<file path="config.mk">
export PLATFORM = sky130hd
export DESIGN_NAME = swmm_cell
export DESIGN_NICKNAME = d
export VERILOG_FILES = /design/src/rtl/swmm_pkg.sv /design/src/rtl/swmm_cell.sv
export SDC_FILE = /design/constraint.sdc
export NUM_CORES = 1
export LEC_CHECK = 0
export BUFFER_PORTS_ARGS = -buffer_cell sky130_fd_sc_hd__buf_2
export CORE_UTILIZATION = 48
export CTS_BUF_LIST = sky130_fd_sc_hd__clkbuf_8
export CTS_CLUSTER_DIAMETER = 40
export CTS_CLUSTER_SIZE = 20
export DETAILED_ROUTE_END_ITERATION = 10
export HOLD_SLACK_MARGIN = 0.05
export PLACE_DENSITY = 0.82
export SKIP_CTS_REPAIR_TIMING = 1
export SLEW_MARGIN = 20
export SYNTH_ARGS = -nofsm -noshare
export SYNTH_HDL_FRONTEND = slang
export SYNTH_SLANG_ARGS = --single-unit
</file>
<file path="constraint.sdc">
create_clock -name clk -period 4.5 [get_ports clk]
set_input_delay 1.125 -clock clk [delete_from_list [all_inputs] [get_ports clk]]
set_output_delay 1.125 -clock clk [all_outputs]
set_load 0.005 [all_outputs]
</file>
<file path="src/rtl/swmm_pkg.sv">
`timescale 1ns / 1ps
// Shared constants and types for the sliding-window max/min product block.
// No dependencies.
package swmm_pkg;

  localparam int WINDOW_MAX_DEF  = 64;
  localparam int SAMPLE_BITS_DEF = 16;
  localparam int CFG_LEN_W       = 7;
  localparam int LEN_RESET       = 1;
  localparam int OR_GROUP        = 8;

  typedef struct packed {
    logic shift;
    logic restart;
  } cell_ctrl_t;

endpackage

</file>
<file path="src/rtl/swmm_cell.sv">
`timescale 1ns / 1ps
// One window cell: running maximum and minimum over the newest samples.
// Depends on swmm_pkg.
module swmm_cell
  import swmm_pkg::*;
#(
  parameter int SAMPLE_BITS = SAMPLE_BITS_DEF
) (
  input  logic                          clk,
  input  cell_ctrl_t                    ctrl,
  input  logic                          pick,
  input  logic signed [SAMPLE_BITS-1:0] sample,
  input  logic signed [SAMPLE_BITS-1:0] prev_max,
  input  logic signed [SAMPLE_BITS-1:0] prev_min,
  output logic signed [SAMPLE_BITS-1:0] max_o,
  output logic signed [SAMPLE_BITS-1:0] min_o,
  output logic        [SAMPLE_BITS-1:0] pick_max,
  output logic        [SAMPLE_BITS-1:0] pick_min
);

  logic signed [SAMPLE_BITS-1:0] max_r;
  logic signed [SAMPLE_BITS-1:0] min_r;
  logic signed [SAMPLE_BITS-1:0] max_nxt;
  logic signed [SAMPLE_BITS-1:0] min_nxt;

  always_comb begin
    max_nxt = max_r;
    min_nxt = min_r;
    if (ctrl.shift) begin
      if (ctrl.restart) begin
        max_nxt = sample;
        min_nxt = sample;
      end else begin
        max_nxt = (sample > prev_max) ? sample : prev_max;
        min_nxt = (sample < prev_min) ? sample : prev_min;
      end
    end
  end

  always_ff @(posedge clk) begin
    max_r <= max_nxt;
    min_r <= min_nxt;
  end

  assign max_o    = max_r;
  assign min_o    = min_r;
  assign pick_max = pick ? max_r : '0;
  assign pick_min = pick ? min_r : '0;

endmodule

</file>
==> qor.txt, run 1 <==
Finished Layout Cells -> 463
Top Ports -> 116
GP Congestion -> 0.823
Final Hold Vio Count -> 0
Port Buf Inserts -> 115
Initial detailed-routing violation count -> 145
Vias in the first global route -> 2,282
Seq. cell area -> 961 µm²
Pint -> 624 µW
Status -> completed
Seq/Total Area, Yosys -> 0.354
Die height -> 77.2 µm
Switching share of power -> 0.293
Max-slew violation count -> 0
Slowest Stage Delay on Critical Path -> 0.58 ns
RSZ-0062 raised after global routing -> no
CTS tree -> yes
DP Worst Slack -> 0.720 ns
PD cells -> 257 mW/mm²
Max Buffers Root-to-Sink -> 2
Final wirelength -> 6680 µm
Top delay family on crit path -> simple AND/OR/NAND/NOR gates
Largest net degree at the start of global routing -> 33
M2 GR Usage -> 0.385
First-pass iteration count of the detailed router -> 4
Initial Util -> 0.496
Least-Margin Pin Slew -> 0.745 ns
Gate Count Post-Synth -> 274
GRT Residual Overflow -> 0
Crit Path Class -> primary input to flop
Routed len/inst -> 14.4 µm
Num rows -> 27
ANT cells -> 0
Power share of the clock group -> 0.228
Max-cap violation count -> 0
Vias per inst -> 5.30
Core area -> 0.00547 mm²
Comb pwr share -> 0.336
Worst rel slew slack -> 0.504
DIE AREA -> 0.00596 mm²
Gr busiest metal -> met2
Nets@finish -> 474
Leakage -> 1.76 nW
Mapped Avg Cell Area -> 9.91 µm²
Max rail drop VDD -> 0.115 mV
Worst setup SP type -> primary input
Seq cells post-synth -> 32
Global-route usage over all layers -> 0.230
Crit path time final -> 3.49 ns
Post-DP HPWL -> 5170 µm
CP Data Required Time -> 4.53 ns
Placed insts -> 456
Routing usage on met3 -> 0.0405
CTS Buf Count -> 5
Setup total negative slack -> 0 ns
Top_reg_cell synth -> edfxtp_1
Die Wd -> 77.2 µm
Multi-input logic area -> 0.00157 mm²
Clock-pin slew on the worst setup and hold paths -> 0.06 ns
Final Util -> 0.628
Ratio of cells with drive above 1 in the final layout -> 0.404
Area Growth Syn to Fin -> 26.4%
Syn Nets -> 357
Yosys cell types -> 40
Worst hold path class -> primary input to flop
Root buffer cell -> clkbuf_8
Final worst slack -> 1.01 ns
H-tree Lvls -> 2
Synth warn -> 0
CP Capture Type -> flop
Mapped cell area -> 0.00272 mm²
CP max FO -> 8
First-pass GRT wire length -> 10,800 µm
Post-route ant nets -> 0
DR vias -> 2,452
Final hold slack -> 1.16 ns
Period utilization -> 0.776
Antenna violations before repair -> 0
GR Layer Usage met1 -> 0.302
CP max-delay cell -> or4_4
Buffers and inverters on the worst path -> 2
Max frequency -> 0.286 GHz
Flop pwr share -> 0.437
Final setup vio count -> 0
CP cell instances -> buf_2 -> ha_1 -> nand4_2 -> or4_4 -> nand2_1 -> a21oi_1 -> or4_1 -> buf_4 -> mux2_4
P_sw -> 259 µW
Layout fillers -> 477
Asr flop ratio synth -> 0
Clock Sinks -> 32
Number of synthesized flops with an enable pin -> 32
Arr. time, crit path -> 3.52 ns
Residual DRC -> 0
-- cells by family (layout without fill, tap and decap cells) --
family                     after synthesis  count (layout)  share of synthesized area
adders and majority gates               31              31                      0.143
buffers and inverters                   44             161                     0.0700
muxes                                   30              30                      0.130
and+or+nand+nor                         92              92                      0.175
DFF                                     32              32                      0.354
AOI/OAI and AO/OA                       45              45                      0.129
-- power groups by stage --
| stage | registers, mW | clock network, mW | logic, mW |
|---|---|---|---|
| after detailed placement | 0.392 | 0 | 0.296 |
| after global routing | 0.390 | 0.217 | 0.328 |
| after floorplan | 0.396 | 0 | 0.166 |
| after global placement | 0.391 | 0 | 0.288 |
| final | 0.386 | 0.201 | 0.296 |
| after CTS | 0.386 | 0.208 | 0.297 |
-- metrics by stage --
| step | cell area, µm² | power (mW) |
|---|---|---|
| 6_report | 3430 | 0.883 |
| 3_5_place_dp | 3360 | 0.688 |
| 4_1_cts | 3430 | 0.892 |
| 3_3_place_gp | 3360 | 0.680 |
| 2_1_floorplan | 2720 | 0.561 |
| 5_1_grt | 3430 | 0.935 |
-- Yosys cell counts (2+ instances only) --
| master | number | area [µm²] |
|---|---|---|
| nor3_1 | 3 | 15.0 |
| nor2_1 | 36 | 135 |
| a31oi_1 | 2 | 12.5 |
| edfxtp_1 | 32 | 961 |
| o21ai_0 | 5 | 25.0 |
| mux2i_1 | 15 | 150 |
| mux2_2 | 6 | 67.6 |
| nand2_1 | 8 | 30.0 |
| inv_1 | 33 | 124 |
| ha_1 | 31 | 388 |
| mux2_4 | 9 | 135 |
| a21oi_1 | 13 | 65.1 |
| and2_1 | 32 | 200 |
| nand4_1 | 4 | 25.0 |
| clkbuf_1 | 7 | 26.3 |
| o221a_2 | 14 | 158 |
-- per-layer routing --
metal,vias to the layer above,routed length [µm]
li1,1218,-
met1,1127,2930
met2,99,3250
met3,8,399
met4,0,91
met5,-,0
-- registers in the layout, indices dropped and copies added, names as in the netlist --
| register | cells |
|---|---|
| max_o | 16 |
| min_o | 16 |
-- final cells by class --
type | count | share of cell area
sequential | 32 | 0.280
timing repair buffer | 120 | 0.179
inverter | 34 | 0.0372
tap | 72 | 0.0262
clock buffer | 5 | 0.0200
multi-input combinational | 198 | 0.456
clock inverter | 2 | 0.00255
-- cells in the final DEF (no fill, tap or decap), types with 2 or more instances in the layout --
cell type  count
buf_2        115
nor2_1        36
inv_1         34
and2_1        32
edfxtp_1      32
ha_1          31
mux2i_1       15
o221a_2       14
a21oi_1       13
mux2_4         9
nand2_1        8
mux2_2         6
o21ai_0        5
clkbuf_8       5
buf_4          5
nand4_1        4
nor3_1         3
a31oi_1        2
-- path summary, 6_finish.rpt --
check	to	slack [ns]	start	cells past startpoint
worst max-delay path	max_o[10]	1.01	sample[15]	9
worst min-delay path	max_o[5]	1.16	prev_max[5]	2
Note: power is estimated with default switching activity, not from simulation.
==> run 2: changes to the inputs <==
--- a/config.mk
+++ b/config.mk
@@ -6,13 +6,13 @@
 export NUM_CORES = 1
 export LEC_CHECK = 0
 export BUFFER_PORTS_ARGS = -buffer_cell sky130_fd_sc_hd__buf_2
-export CORE_UTILIZATION = 48
+export CORE_UTILIZATION = 45
 export CTS_BUF_LIST = sky130_fd_sc_hd__clkbuf_8
 export CTS_CLUSTER_DIAMETER = 40
 export CTS_CLUSTER_SIZE = 20
 export DETAILED_ROUTE_END_ITERATION = 10
 export HOLD_SLACK_MARGIN = 0.05
-export PLACE_DENSITY = 0.82
+export PLACE_DENSITY = 0.81
 export SKIP_CTS_REPAIR_TIMING = 1
 export SLEW_MARGIN = 20
 export SYNTH_ARGS = -nofsm -noshare
==> constraint.sdc (replaced) <==
create_clock -name clk -period 3 [get_ports clk]
set_input_delay 0.75 -clock clk [delete_from_list [all_inputs] [get_ports clk]]
set_output_delay 0.75 -clock clk [all_outputs]
set_load 0.005 [all_outputs]
==> qor.txt, run 2 (same netlist as run 1, synthesis figures left out) <==
First-pass GRT wire length -> 11,000 µm (+1.9%)
Final Hold Vio Count -> 0 (unchanged)
CP max FO -> 8 (unchanged)
Max Buffers Root-to-Sink -> 2 (unchanged)
CP Capture Type -> flop
Power share of the clock group -> 0.220 (-0.008)
Top Ports -> 116 (unchanged)
CTS Buf Count -> 5 (unchanged)
Max-cap violation count -> 0 (unchanged)
DR vias -> 2,641 (+7.7%)
Initial Util -> 0.479 (-0.0177)
Status -> completed
Max rail drop VDD -> 0.187 mV (+63%)
Slowest Stage Delay on Critical Path -> 0.59 ns (about the same)
Commonest cells after routing, fill and taps aside -> buf_2, buf_4, nor2_1, and2_1, edfxtp_1
Most common cell on crit path -> or4_4
Setup total negative slack -> 0 ns (unchanged)
Vias per inst -> 5.31 (+0.34%)
Clock-pin slew on the worst setup and hold paths -> 0.06 ns (about the same)
Residual DRC -> 0 (unchanged)
Arr. time, crit path -> 3.02 ns (-0.50 ns)
Die Wd -> 79.7 µm (+3.2%)
Initial detailed-routing violation count -> 139 (-4.1%)
Leakage -> 1.93 nW (+9.8%)
Largest net degree at the start of global routing -> 33 (unchanged)
Clock Sinks -> 32 (unchanged)
CTS tree -> yes
Hold wc startpoint -> prev_max[6]
First-pass iteration count of the detailed router -> 4 (unchanged)
Area Growth Syn to Fin -> 45.0%
Placed insts -> 488 (+7.0%)
Least-Margin Pin Slew -> 0.725 ns (-0.0198 ns)
Worst hold path class -> primary input to flop
GRT Residual Overflow -> 0 (unchanged)
Flop pwr share -> 0.407 (-0.030)
Layout fillers -> 425 (-11%)
Max frequency -> 0.335 GHz
Most common cell after layout, fill and taps aside -> buf_2
ANT cells -> 0 (unchanged)
Port Buf Inserts -> 115 (unchanged)
Ratio of cells with drive above 1 in the final layout -> 0.515 (+0.111)
Hold Crit Depth -> 2 (unchanged)
Die height -> 79.7 µm (+3.2%)
Vias in the first global route -> 2,422 (+6.1%)
Final worst slack -> 0.0188 ns (-0.987 ns)
Num rows -> 27 (unchanged)
DP Worst Slack -> -0.434 ns (-1.15 ns)
Final setup vio count -> 0 (unchanged)
Worst rel slew slack -> 0.517 (+0.0132)
CP Data Required Time -> 3.03 ns (-1.50 ns)
Pint -> 996 µW (+59%)
Crit Path Class -> primary input to flop
Crit path time final -> 2.98 ns
PD cells -> 361 mW/mm² (+41%)
Finished Layout Cells -> 497 (+7.3%)
Nets@finish -> 507 (+7.0%)
Post-route ant nets -> 0 (unchanged)
P_sw -> 427 µW (+65%)
DIE AREA -> 0.00635 mm² (+6.5%)
Hold Path Sink -> max_o[6]
Core area -> 0.00568 mm² (+3.7%)
Max-slew violation count -> 0 (unchanged)
H-tree Lvls -> 2 (unchanged)
GP Congestion -> 0.901 (+9.4%)
Root buffer cell -> clkbuf_8
Routed len/inst -> 14.8 µm (+2.3%)
CP cell instances -> buf_2 -> ha_4 -> nand4_1 -> or4_4 -> nand2_2 -> a31oi_2 -> or4_4 -> buf_8 -> mux2_4
Switching share of power -> 0.300 (+0.00736)
Comb pwr share -> 0.373 (+0.037)
Worst setup SP type -> primary input
Global-route usage over all layers -> 0.232 (+0.00221)
Final Util -> 0.694 (+0.0664)
Final wirelength -> 7330 µm (+9.8%)
Period utilization -> 0.994
Antenna violations before repair -> 0 (unchanged)
CP max-delay cell -> or4_4
Post-DP HPWL -> 5790 µm (+12%)
-- run 2: changes by cell type in the layout (fill, tap and decap cells not counted), sizes merged --
cell and delta:
inv +1, buf +33
-- run 2: final cells by class --
class,count,area [µm²],area share
multi-input cells,198,1750,0.443
flip-flops and latches,32,961,0.244
repair buffers,153,906,0.230
inverters,34,155,0.0394
well taps,72,90.1,0.0229
clock buffers,5,68.8,0.0175
clock inverters,3,11.3,0.00286
-- run 2: worst max-delay path: cells and delay by family --
kind | cells | cell delay [ns]
AOI/OAI and AO/OA | 1 | 0.04
adders and majority gates | 1 | 0.26
buffers and inverters | 2 | 0.30
muxes | 1 | 0.30
and+or+nand+nor | 4 | 1.35
-- run 2: power groups by stage --
stage                     Sequential, mW  Combinational [mW]  Clock, mW
after floorplan                    0.593               0.263          0
after global placement             0.587               0.491          0
after detailed placement           0.589               0.510          0
after CTS                          0.580               0.513      0.313
after global routing               0.585               0.585      0.341
final                              0.580               0.531      0.313
-- run 2: metrics by stage --
step | power [mW] | cell area, µm² | hold WS (ns)
2_1_floorplan | 0.856 | 2880 | 0.862
3_3_place_gp | 1.08 | 3760 | 1.08
3_5_place_dp | 1.10 | 3760 | 1.08
4_1_cts | 1.41 | 3840 | 0.791
5_1_grt | 1.51 | 3940 | 0.758
6_report | 1.42 | 3940 | 0.763
-- run 2: how the worst max path moves through the flow --
stage / startpoint / endpoint / slack [ns] / cells past startpoint
5_1_grt: sample[4] / max_o[10] / -0.05 / 9
3_5_place_dp: prev_max[13] / max_o[10] / -0.43 / 9
2_1_floorplan: prev_max[3] / max_o[10] / -0.09 / 10
4_1_cts: prev_max[13] / max_o[10] / -0.13 / 9
6_report: sample[5] / max_o[10] / 0.02 / 9
3_3_place_gp: prev_max[4] / max_o[11] / -0.26 / 10
-- run 2: per-layer routing --
metal  track usage  share of wire
met5             0              0
met4         0.107          0.026
met3        0.0411          0.059
met2         0.403           0.52
met1         0.276           0.40
==> run 3: changes to the inputs <==
--- a/config.mk
+++ b/config.mk
@@ -5,12 +5,12 @@
 export SDC_FILE = /design/constraint.sdc
 export NUM_CORES = 1
 export LEC_CHECK = 0
-export BUFFER_PORTS_ARGS = -buffer_cell sky130_fd_sc_hd__buf_2
-export CORE_UTILIZATION = 45
+export CORE_UTILIZATION = 60
 export CTS_BUF_LIST = sky130_fd_sc_hd__clkbuf_8
 export CTS_CLUSTER_DIAMETER = 40
-export CTS_CLUSTER_SIZE = 20
+export CTS_CLUSTER_SIZE = 16
 export DETAILED_ROUTE_END_ITERATION = 10
+export DONT_BUFFER_PORTS = 1
 export HOLD_SLACK_MARGIN = 0.05
 export PLACE_DENSITY = 0.81
 export SKIP_CTS_REPAIR_TIMING = 1
==> qor.txt, run 3 (same netlist as run 1, synthesis figures left out) <==
Final Hold Vio Count -> 0 (unchanged)
CTS tree -> yes
Top Ports -> 116 (unchanged)
DP Worst Slack -> -0.200 ns (+0.234 ns)
Worst rel slew slack -> 0.529 (+0.0126)
Core area -> 0.00435 mm² (-23%)
Die height -> 69.3 µm (-13%)
Area Growth Syn to Fin -> 13.6%
Crit path to -> max_o[5]
Final wirelength -> 5820 µm (-21%)
ANT cells -> 0 (unchanged)
Final worst slack -> 0.107 ns (+0.0881 ns)
CP Capture Type -> flop
Arr. time, crit path -> 2.92 ns (-0.10 ns)
Num rows -> 24 (-11%)
Most common cell after layout, fill and taps aside -> nor2_1
CP max FO -> 9 (+1)
Nets@finish -> 370 (-27%)
Post-route ant nets -> 0 (unchanged)
Crit path time final -> 2.89 ns (-0.0881 ns)
Max-slew violation count -> 0 (unchanged)
Clock-pin slew on the worst setup and hold paths -> 0.07 ns (about the same)
Worst setup SP type -> primary input
CP startpoint -> prev_max[7]
First-pass GRT wire length -> 9320 µm (-16%)
Initial Util -> 0.624 (+0.145)
Clock Sinks -> 32 (unchanged)
Post-DP HPWL -> 4590 µm (-21%)
PnR Total Power -> 1.23 mW (-14%)
Initial detailed-routing violation count -> 117 (-16%)
Routed len/inst -> 17.1 µm (+16%)
Worst hold path class -> primary input to flop
Largest net degree at the start of global routing -> 33 (unchanged)
Final setup vio count -> 0 (unchanged)
PD cells -> 397 mW/mm² (+9.9%)
Least-Margin Pin Slew -> 0.697 ns (-0.0277 ns)
First-pass iteration count of the detailed router -> 6 (+2)
Root buffer cell -> clkbuf_8
Max Buffers Root-to-Sink -> 2 (unchanged)
RSZ-0062 raised after global routing -> no
GRT Residual Overflow -> 0 (unchanged)
Status -> completed
DR vias -> 2,124 (-20%)
DIE AREA -> 0.00480 mm² (-24%)
Vias in the first global route -> 1,942 (-20%)
Antenna violations before repair -> 0 (unchanged)
Global-route usage over all layers -> 0.248 (+0.0160)
Leakage -> 1.33 nW (-31%)
Residual DRC -> 0 (unchanged)
Commonest cells after routing, fill and taps aside -> nor2_1, and2_1, edfxtp_1, inv_1, ha_1
GP Congestion -> 0.824 (-8.5%)
CTS Buf Count -> 5 (unchanged)
Period utilization -> 0.964 (-0.0294)
Max rail drop VDD -> 0.186 mV (-0.57%)
CP Data Required Time -> 3.03 ns (about the same)
Max frequency -> 0.346 GHz (+3.0%)
Die Wd -> 69.3 µm (-13%)
Crit Path Class -> primary input to flop
Ratio of cells with drive above 1 in the final layout -> 0.264 (-0.251)
Vias per inst -> 6.25 (+18%)
H-tree Lvls -> 2 (unchanged)
Port Buf Inserts -> 0 (-100%)
Max-cap violation count -> 0 (unchanged)
## run 3: cell count changes in the layout (fill, tap and decap cells not counted), sizes merged
cell  delta
buf    -137
## run 3: worst min path at each step
| stage | start | end | slack, ns | depth (start not counted) |
|---|---|---|---|---|
| finish | ctrl[1] | min_o[3] | 0.58 | 0 |
| CTS | ctrl[1] | min_o[3] | 0.57 | 0 |
| detailed placement | ctrl[1] | max_o[5] | 0.86 | 0 |
| floorplan | ctrl[1] | max_o[0] | 0.86 | 0 |
| global route | ctrl[1] | min_o[2] | 0.56 | 0 |
| global placement | ctrl[1] | max_o[5] | 0.86 | 0 |
## run 3: critical path: stages
cell     delay, ns
inv_2         0.01
ha_1          0.27
nand4_1       0.17
or4_4         0.53
nand2_1       0.07
a21oi_1       0.03
or4_1         0.55
buf_4         0.21
mux2_4        0.31
## run 3: per-layer routing
| metal | share of wire | GRT usage | vias to the layer above | wire [µm] |
|---|---|---|---|---|
| met5 | 0 | 0 | - | 0 |
| met4 | 0.010 | 0.0499 | 0 | 61 |
| met3 | 0.093 | 0.0945 | 6 | 542 |
| met2 | 0.49 | 0.387 | 107 | 2840 |
| met1 | 0.41 | 0.330 | 1001 | 2370 |
| li1 | - | - | 1010 | - |
## run 3: through the flow
| stage | TNS [ns] | instances | area [µm²] | hold slack, ns | utilization |
|---|---|---|---|---|---|
| after floorplan | -0.810 | 274 | 2880 | 0.862 | - |
| after global placement | -1.85 | 332 | 3000 | 0.864 | 0.690 |
| after detailed placement | -2.68 | 332 | 3000 | 0.864 | 0.690 |
| after CTS | 0 | 340 | 3080 | 0.568 | 0.708 |
| after global routing | 0 | 340 | 3090 | 0.559 | 0.709 |
| final | 0 | 340 | 3090 | 0.579 | 0.709 |
## run 3: final cells by class
| cell class | instances | area (µm²) |
|---|---|---|
| inverter | 34 | 155 |
| timing repair buffer | 16 | 120 |
| fill | 325 | 1270 |
| sequential | 32 | 961 |
| clock inverter | 3 | 11.3 |
| clock buffer | 5 | 68.8 |
| multi-input combinational | 198 | 1700 |
| tap | 52 | 65.1 |
## run 3: report_power, final
| part | internal [mW] | switching, mW |
|---|---|---|
| Clock | 0.155 | 0.156 |
| Combinational | 0.176 | 0.146 |
| Sequential | 0.560 | 0.0329 |
